--- src/sv/wpbt_pkg.sv ---
// Package for the white pixel bounds tracker.
// Holds shared constants, the configuration register codes and the result record.
// No dependencies.
package wpbt_pkg;

    localparam int MAX_DIM_DEF = 4096;
    localparam int CFG_W       = 13;
    localparam int COUNT_W     = 25;
    localparam int COORD_W     = 12;

    localparam logic [7:0]         WHITE_LEVEL      = 8'd255;
    localparam logic [COUNT_W-1:0] COUNT_MAX        = {COUNT_W{1'b1}};
    localparam logic [CFG_W-1:0]   FRAME_WIDTH_RST  = 13'd640;
    localparam logic [CFG_W-1:0]   FRAME_HEIGHT_RST = 13'd480;

    typedef enum logic [0:0] {
        CFG_FRAME_WIDTH  = 1'b0,
        CFG_FRAME_HEIGHT = 1'b1
    } t_cfg_idx;

    typedef struct packed {
        logic               found;
        logic [COUNT_W-1:0] white_count;
        logic [COORD_W-1:0] top_x;
        logic [COORD_W-1:0] top_y;
        logic [COORD_W-1:0] bottom_x;
        logic [COORD_W-1:0] bottom_y;
        logic [COORD_W-1:0] left_x;
        logic [COORD_W-1:0] left_y;
        logic [COORD_W-1:0] right_x;
        logic [COORD_W-1:0] right_y;
        logic [CFG_W-1:0]   box_width;
        logic [CFG_W-1:0]   box_height;
    } t_result;

endpackage

--- src/sv/wpbt_track.sv ---
// Raster position counters and white pixel extreme point tracking.
// Builds the end of frame result record from the updated state.
// Depends on wpbt_pkg.
module wpbt_track #(
    parameter int P_MAX_DIM = wpbt_pkg::MAX_DIM_DEF,
    parameter int P_LW      = ($clog2(P_MAX_DIM) + 1 > wpbt_pkg::CFG_W) ?
                              $clog2(P_MAX_DIM) + 1 : wpbt_pkg::CFG_W
) (
    input  logic                i_clk,
    input  logic                i_rst_n,
    input  logic                i_accept,
    input  logic [7:0]          i_pixel,
    input  logic [P_LW-1:0]     i_width,
    input  logic [P_LW-1:0]     i_height,
    output logic                o_frame_end,
    output wpbt_pkg::t_result   o_result
);

    localparam int CW = $clog2(P_MAX_DIM);

    logic [CW-1:0] r_col, r_row, n_col, n_row;
    logic [wpbt_pkg::COUNT_W-1:0] r_count, n_count;
    logic r_any, n_any;
    logic [CW-1:0] r_top_x, r_top_y, r_bot_x, r_bot_y;
    logic [CW-1:0] r_left_x, r_left_y, r_right_x, r_right_y;
    logic [CW-1:0] n_top_x, n_top_y, n_bot_x, n_bot_y;
    logic [CW-1:0] n_left_x, n_left_y, n_right_x, n_right_y;

    logic          white;
    logic          row_end;
    logic [P_LW-1:0] col_inc, row_inc;

    assign white   = (i_pixel == wpbt_pkg::WHITE_LEVEL);
    assign col_inc = P_LW'(r_col) + P_LW'(1);
    assign row_inc = P_LW'(r_row) + P_LW'(1);
    assign row_end = (col_inc >= i_width);
    assign o_frame_end = row_end && (row_inc >= i_height);

    always_comb begin
        n_any     = r_any;
        n_count   = r_count;
        n_top_x   = r_top_x;
        n_top_y   = r_top_y;
        n_bot_x   = r_bot_x;
        n_bot_y   = r_bot_y;
        n_left_x  = r_left_x;
        n_left_y  = r_left_y;
        n_right_x = r_right_x;
        n_right_y = r_right_y;
        if (white) begin
            if (!r_any) begin
                n_any     = 1'b1;
                n_top_x   = r_col;
                n_top_y   = r_row;
                n_bot_x   = r_col;
                n_bot_y   = r_row;
                n_left_x  = r_col;
                n_left_y  = r_row;
                n_right_x = r_col;
                n_right_y = r_row;
            end else begin
                if (r_row > r_bot_y) begin
                    n_bot_x = r_col;
                    n_bot_y = r_row;
                end
                if (r_col < r_left_x) begin
                    n_left_x = r_col;
                    n_left_y = r_row;
                end
                if (r_col > r_right_x) begin
                    n_right_x = r_col;
                    n_right_y = r_row;
                end
            end
            if (r_count != wpbt_pkg::COUNT_MAX) begin
                n_count = r_count + 1'b1;
            end
        end
        if (row_end) begin
            n_col = '0;
            n_row = CW'(row_inc);
        end else begin
            n_col = CW'(col_inc);
            n_row = r_row;
        end
    end

    always_comb begin
        o_result.found       = n_any;
        o_result.white_count = n_count;
        o_result.top_x       = wpbt_pkg::COORD_W'(n_top_x);
        o_result.top_y       = wpbt_pkg::COORD_W'(n_top_y);
        o_result.bottom_x    = wpbt_pkg::COORD_W'(n_bot_x);
        o_result.bottom_y    = wpbt_pkg::COORD_W'(n_bot_y);
        o_result.left_x      = wpbt_pkg::COORD_W'(n_left_x);
        o_result.left_y      = wpbt_pkg::COORD_W'(n_left_y);
        o_result.right_x     = wpbt_pkg::COORD_W'(n_right_x);
        o_result.right_y     = wpbt_pkg::COORD_W'(n_right_y);
        if (n_any) begin
            o_result.box_width  = wpbt_pkg::CFG_W'(P_LW'(n_right_x) - P_LW'(n_left_x)
                                                   + P_LW'(1));
            o_result.box_height = wpbt_pkg::CFG_W'(P_LW'(n_bot_y) - P_LW'(n_top_y)
                                                   + P_LW'(1));
        end else begin
            o_result.box_width  = '0;
            o_result.box_height = '0;
        end
    end

    always_ff @(posedge i_clk) begin
        if (!i_rst_n) begin
            r_col     <= '0;
            r_row     <= '0;
            r_count   <= '0;
            r_any     <= 1'b0;
            r_top_x   <= '0;
            r_top_y   <= '0;
            r_bot_x   <= '0;
            r_bot_y   <= '0;
            r_left_x  <= '0;
            r_left_y  <= '0;
            r_right_x <= '0;
            r_right_y <= '0;
        end else if (i_accept) begin
            if (o_frame_end) begin
                r_col     <= '0;
                r_row     <= '0;
                r_count   <= '0;
                r_any     <= 1'b0;
                r_top_x   <= '0;
                r_top_y   <= '0;
                r_bot_x   <= '0;
                r_bot_y   <= '0;
                r_left_x  <= '0;
                r_left_y  <= '0;
                r_right_x <= '0;
                r_right_y <= '0;
            end else begin
                r_col     <= n_col;
                r_row     <= n_row;
                r_count   <= n_count;
                r_any     <= n_any;
                r_top_x   <= n_top_x;
                r_top_y   <= n_top_y;
                r_bot_x   <= n_bot_x;
                r_bot_y   <= n_bot_y;
                r_left_x  <= n_left_x;
                r_left_y  <= n_left_y;
                r_right_x <= n_right_x;
                r_right_y <= n_right_y;
            end
        end
    end

endmodule

--- src/sv/white_pixel_bounds_tracker_top.sv ---
// Top level of the white pixel bounds tracker: configuration registers,
// stream handshakes and the result register. Depends on wpbt_pkg and wpbt_track.
// The frame result is registered and valid in the cycle after the last pixel's transaction.
// Throughput: one pixel per cycle while input ready is high, set by the single state update stage.
// Input ready drops only while a frame's last pixel waits behind an untaken result.
// Reset clears the position counters, the tracked points and sets the size to 640x480.
module white_pixel_bounds_tracker_top #(
    parameter int P_MAX_DIM = wpbt_pkg::MAX_DIM_DEF
) (
    input  logic                                i_clk,
    input  logic                                i_rst_n,
    input  logic                                i_cfg_we,
    input  logic [0:0]                          i_cfg_idx,
    input  logic [wpbt_pkg::CFG_W-1:0]          i_cfg_data,
    input  logic                                i_valid,
    output logic                                o_ready,
    input  logic [7:0]                          i_pixel,
    output logic                                o_valid,
    input  logic                                i_ready,
    output logic                                o_found,
    output logic [wpbt_pkg::COUNT_W-1:0]        o_white_count,
    output logic [wpbt_pkg::COORD_W-1:0]        o_top_x,
    output logic [wpbt_pkg::COORD_W-1:0]        o_top_y,
    output logic [wpbt_pkg::COORD_W-1:0]        o_bottom_x,
    output logic [wpbt_pkg::COORD_W-1:0]        o_bottom_y,
    output logic [wpbt_pkg::COORD_W-1:0]        o_left_x,
    output logic [wpbt_pkg::COORD_W-1:0]        o_left_y,
    output logic [wpbt_pkg::COORD_W-1:0]        o_right_x,
    output logic [wpbt_pkg::COORD_W-1:0]        o_right_y,
    output logic [wpbt_pkg::CFG_W-1:0]          o_box_width,
    output logic [wpbt_pkg::CFG_W-1:0]          o_box_height
);

    localparam int CW = $clog2(P_MAX_DIM);
    localparam int LW = (CW + 1 > wpbt_pkg::CFG_W) ? CW + 1 : wpbt_pkg::CFG_W;
    localparam logic [LW-1:0] DIM_MAX = LW'(P_MAX_DIM);

    logic [wpbt_pkg::CFG_W-1:0] r_width_cfg, r_height_cfg;
    logic [LW-1:0]              width_eff, height_eff;
    logic                       r_out_valid;
    wpbt_pkg::t_result          r_result, track_result;
    logic                       frame_end, accept;

    always_ff @(posedge i_clk) begin
        if (!i_rst_n) begin
            r_width_cfg  <= wpbt_pkg::FRAME_WIDTH_RST;
            r_height_cfg <= wpbt_pkg::FRAME_HEIGHT_RST;
        end else if (i_cfg_we) begin
            case (i_cfg_idx)
                wpbt_pkg::CFG_FRAME_WIDTH: begin
                    r_width_cfg <= i_cfg_data;
                end
                wpbt_pkg::CFG_FRAME_HEIGHT: begin
                    r_height_cfg <= i_cfg_data;
                end
                default: begin
                end
            endcase
        end
    end

    always_comb begin
        if (r_width_cfg == '0) begin
            width_eff = LW'(1);
        end else if (LW'(r_width_cfg) > DIM_MAX) begin
            width_eff = DIM_MAX;
        end else begin
            width_eff = LW'(r_width_cfg);
        end
        if (r_height_cfg == '0) begin
            height_eff = LW'(1);
        end else if (LW'(r_height_cfg) > DIM_MAX) begin
            height_eff = DIM_MAX;
        end else begin
            height_eff = LW'(r_height_cfg);
        end
    end

    assign o_ready = !(r_out_valid && !i_ready && frame_end);
    assign accept  = i_valid && o_ready;

    wpbt_track #(
        .P_MAX_DIM (P_MAX_DIM),
        .P_LW      (LW)
    ) u_track (
        .i_clk       (i_clk),
        .i_rst_n     (i_rst_n),
        .i_accept    (accept),
        .i_pixel     (i_pixel),
        .i_width     (width_eff),
        .i_height    (height_eff),
        .o_frame_end (frame_end),
        .o_result    (track_result)
    );

    always_ff @(posedge i_clk) begin
        if (!i_rst_n) begin
            r_out_valid <= 1'b0;
        end else if (accept && frame_end) begin
            r_out_valid <= 1'b1;
        end else if (i_ready) begin
            r_out_valid <= 1'b0;
        end
    end

    always_ff @(posedge i_clk) begin
        if (accept && frame_end) begin
            r_result <= track_result;
        end
    end

    assign o_valid       = r_out_valid;
    assign o_found       = r_result.found;
    assign o_white_count = r_result.white_count;
    assign o_top_x       = r_result.top_x;
    assign o_top_y       = r_result.top_y;
    assign o_bottom_x    = r_result.bottom_x;
    assign o_bottom_y    = r_result.bottom_y;
    assign o_left_x      = r_result.left_x;
    assign o_left_y      = r_result.left_y;
    assign o_right_x     = r_result.right_x;
    assign o_right_y     = r_result.right_y;
    assign o_box_width   = r_result.box_width;
    assign o_box_height  = r_result.box_height;

    a_result_follows_frame_end: assert property (@(posedge i_clk) disable iff (!i_rst_n)
        (accept && frame_end) |=> o_valid)
        else $error("A frame end transaction did not produce a result.");

    a_empty_frame_zero: assert property (@(posedge i_clk) disable iff (!i_rst_n)
        (o_valid && !o_found) |-> (o_white_count == '0 && o_box_width == '0 &&
                                   o_box_height == '0 && o_top_x == '0))
        else $error("A frame without white pixels gave a nonzero result.");

    a_found_has_count: assert property (@(posedge i_clk) disable iff (!i_rst_n)
        (o_valid && o_found) |-> (o_white_count != '0))
        else $error("A frame with white pixels reported a zero count.");

    a_reset_clears_valid: assert property (@(posedge i_clk)
        !i_rst_n |=> !o_valid)
        else $error("The result valid was not cleared by reset.");

endmodule

--- config.mk ---
export PLATFORM = sky130hd
export DESIGN_NAME = white_pixel_bounds_tracker_top
export DESIGN_NICKNAME = d
export VERILOG_FILES = /design/src/sv/wpbt_pkg.sv /design/src/sv/wpbt_track.sv /design/src/sv/white_pixel_bounds_tracker_top.sv
export SDC_FILE = /design/constraint.sdc
export NUM_CORES = 1
export LEC_CHECK = 0
export ABC_AREA = 0
export ABC_CLOCK_PERIOD_IN_PS = 20000
export BUFFER_PORTS_ARGS = -buffer_cell sky130_fd_sc_hd__buf_2
export CORE_ASPECT_RATIO = 0.5
export CORE_MARGIN = 2
export CORE_UTILIZATION = 40
export DETAILED_ROUTE_END_ITERATION = 12
export GPL_ROUTABILITY_DRIVEN = 0
export SETUP_SLACK_MARGIN = 0.02
export SLEW_MARGIN = 20
export SYNTH_ARGS = -nofsm -noshare
export SYNTH_HDL_FRONTEND = slang
export SYNTH_SLANG_ARGS = --single-unit
export TNS_END_PERCENT = 50
--- constraint.sdc ---
create_clock -name i_clk -period 20 [get_ports i_clk]
set_input_delay 1 -clock i_clk [delete_from_list [all_inputs] [get_ports i_clk]]
set_output_delay 1 -clock i_clk [all_outputs]
set_load 0.05 [all_outputs]
==> metrics.log <==
[metrics] unrepaired setup endpoints after global routing: false
[metrics] number of antenna violations at the first check in global routing: 0
[metrics] Critical Path Start Type: flop
[metrics] f_max: 182.1 MHz
[metrics] most used flip-flop cell after synthesis: dfxtp_1
[metrics] nets@finish: 1662
[metrics] maximum capacitance violations: 0
[metrics] Core Footprint: 37600 sq um
[metrics] via total after detailed routing: 10980
[metrics] setup clock skew after layout: 0.01529 ns
[metrics] Pins Over Slew Limit: 0
[metrics] cell type with the largest total area after synthesis: edfxtp_1
[metrics] Async SR Flop Fraction: 0%
[metrics] portion of synthesized cell area occupied by the leading cell type: 28.96%
[metrics] Worst Max-Slew Pin Slew: 1.130 ns
[metrics] top post-synthesis cells by area: edfxtp_1 29%, dfxtp_1 23%, ha_1 9.0%, mux2_2 5.4%, a22o_1 5.3%
[metrics] maximum fanout along the worst path: 24
[metrics] Max clock buf depth: 3
[metrics] number of CTS-inserted buffers: 30
[metrics] Filler cells: 3458
[metrics] worst-case hold slack: 0.4739 ns
[metrics] Routed Wire Length: 37610 um
[metrics] number of DRC markers after the initial detailed-route iteration: 687
[metrics] worst min-delay path class: flop to flop
[metrics] post-synth cell types: 63
[metrics] worst vdd rail ir drop: 0.04689 mV
[metrics] clock period minus worst slack: 5.490 ns
[metrics] Warnings, synthesis: 0
[metrics] number of global-route vias before repair: 11010
[metrics] half-perimeter wire length after placement: 26320 um
[metrics] share of the yosys chip area belonging to registers: 51.53%
[metrics] Die Span X: 281 um
[metrics] number of synthesized flops with an enable pin: 148
[metrics] post-route insts no fill: 2067
[metrics] average wire per cell in the routed design: 18.19 um
[metrics] root cell of the clock tree: clkbuf_16
[metrics] vertical extent of the die: 142.5 um
[metrics] standby leakage power: 7.260 nW
[metrics] Post-Syn Instances: 1379
[metrics] area of the die: 40040 sq um
[metrics] IO Port Bufs: 176
[metrics] # rows: 50
[metrics] area of the mapped netlist: 15350 sq um
[metrics] sum of internal, switching and leakage power: 0.001315 W
[metrics] most frequent cells after synthesis: 173 x dfxtp_1, 148 x edfxtp_1, 147 x nand2_1
[metrics] IO Pins: 177
[metrics] post-synth net total: 1518
[metrics] number of search-and-repair iterations in the first detailed-routing pass: 5
[metrics] placed instance count: 2011
[metrics] top-count cell post-synth: dfxtp_1
[metrics] power per cell area: 74.78 nW/um^2
[metrics] pin count of the biggest net entering global routing: 77
[metrics] number of remaining DRC errors: 0
[metrics] kind of end point of the critical path: flop
[metrics] slew margin rel.: 24.50%
[metrics] synthesis-stage register bit count: 321
[metrics] total negative setup slack: 0 ns
[metrics] share of final-layout standard cells stronger than drive strength 1: 21.78%
[metrics] number of diodes: 0
[metrics] count of final setup violators: 0
[metrics] final hold viol count: 0
[metrics] Crit path arrival time: 5.82 ns
[metrics] post-CTS setup-driven buffer insertion count: 0
[metrics] remaining global-route overflow: 0
[metrics] clk_lat worst skew: 0.58 ns
[metrics] category of the critical setup timing path: flop to flop
[metrics] H-tree depth: 1
[metrics] share of the clock period used by the worst path: 27.45%
[metrics] number of sinks driven by the clock tree: 321
[metrics] mean post-synth cell area: 11.13 sq um
[metrics] quantity of hold-fixing buffers added after cts: 0
[metrics] area delta synth->final: 14.57%
[metrics] WP data required: 20.33 ns
[metrics] Via-to-Cell Ratio: 5.313
[metrics] Reg clk slew, reported paths: 0.07 ns
[metrics] effective utilization at floorplan: 40.82%
[metrics] remaining antenna violation count after routing: 0
[metrics] GR Util All Layers: 18.46%
[metrics] TritonCTS clock tree: built
[metrics] count of instances resized after the clock tree is built: 0
[metrics] first-pass GRT wire length: 58930 um
[metrics] run status: finished clean
through the flow:
step	instance area, sq um	utilization (%)	setup slack [ns]
after floorplan	15350	-	10.43
after global placement	16600	44.16	14.56
after detailed placement	16610	44.18	14.45
after CTS	17580	46.76	14.56
after global routing	17580	46.76	14.19
final	17580	46.76	14.51
flip-flops by register name, indices dropped and copies added (netlist names), 13 cells and up:
name,cells
o_box_height,13
o_box_width,13
o_white_count,25
r_height_cfg,13
r_width_cfg,13
u_track.r_count,25
power breakdown:
part,internal (W),switching [W]
logic,0.0000190,0.0000340
registers,0.000684,0.00000692
clock network,0.000307,0.000264
path summary, 6_finish.rpt:
path	startpoint	end	slack, ns	cells past startpoint
setup / recovery	u_track.r_col[9]$_SDFFE_PN0P_	o_box_width[11]$_SDFFCE_PN0P_	14.51	19
hold / removal	u_track.r_top_y[1]$_SDFFE_PN0P_	u_track.r_top_y[1]$_SDFFE_PN0P_	0.47	1
setup reg to reg	u_track.r_col[9]$_SDFFE_PN0P_	o_box_width[11]$_SDFFCE_PN0P_	14.51	19
hold reg to reg	u_track.r_top_y[1]$_SDFFE_PN0P_	u_track.r_top_y[1]$_SDFFE_PN0P_	0.47	1
metal layers:
layer  GRT usage, %  share of wire [%]  vias to the layer above
met5              0                  0                        -
li1               -                  -                     5323
met3          2.692                4.0                       64
met2          32.27                 48                      236
met1          24.17                 46                     5358
met4          4.363                2.2                        0
layout make-up:
type                       instances  area, sq um  area share (%)
timing repair buffer             188        970.9           5.522
clock buffer                      35        810.8           4.611
sequential                       321         7908           44.98
clock inverter                    21        158.9          0.9038
tap                              520        650.6           3.701
inverter                          77        289.0           1.644
multi-input combinational        905         6794           38.64
layout by cell type (no fill, tap or decap), types with 17 or more instances in the layout:
| cell | Yosys | routed |
|---|---|---|
| a21boi_0 | 22 | 22 |
| a21o_1 | 22 | 22 |
| a21oi_1 | 52 | 50 |
| a22o_1 | 92 | 92 |
| and3_1 | 18 | 18 |
| buf_2 | 30 | 176 |
| clkbuf_16 | 0 | 31 |
| dfxtp_1 | 173 | 173 |
| edfxtp_1 | 148 | 148 |
| ha_1 | 110 | 110 |
| inv_1 | 77 | 77 |
| mux2_2 | 74 | 74 |
| mux2i_1 | 23 | 23 |
| nand2_1 | 147 | 147 |
| nand3_1 | 31 | 31 |
| nand4_1 | 17 | 17 |
| nor2_1 | 50 | 47 |
| nor2b_1 | 17 | 17 |
| o21ai_0 | 31 | 31 |
| xnor2_1 | 22 | 22 |
| xor2_1 | 23 | 23 |
worst max-delay path, cell delays in order (launching register included):
cell     delay, ns
dfxtp_1       0.62
ha_1          0.35
a21o_1        0.16
a21oi_1       0.15
o22ai_1       0.10
or3_4         0.38
a21oi_4       0.89
mux2_2        0.46
ha_1          0.28
inv_1         0.04
ha_1          0.22
inv_1         0.08
fa_1          0.18
nor2b_1       0.06
o21ai_0       0.26
a21oi_1       0.14
o41ai_1       0.42
o21ai_0       0.21
xnor2_1       0.16
nor2_1        0.05
kinds of logic after synthesis:
kind of cell	count (synthesis)	synth area share (%)
multiplexers	97	6.930
adder cells (fa/ha/maj)	112	9.230
flip-flops	321	51.53
buffers and inverters	153	4.509
AO/OA/AOI/OAI	298	14.26
AND/OR/NAND/NOR	353	10.97
XOR/XNOR	45	2.568
No activity file was read; power rests on OpenSTA's default activity.
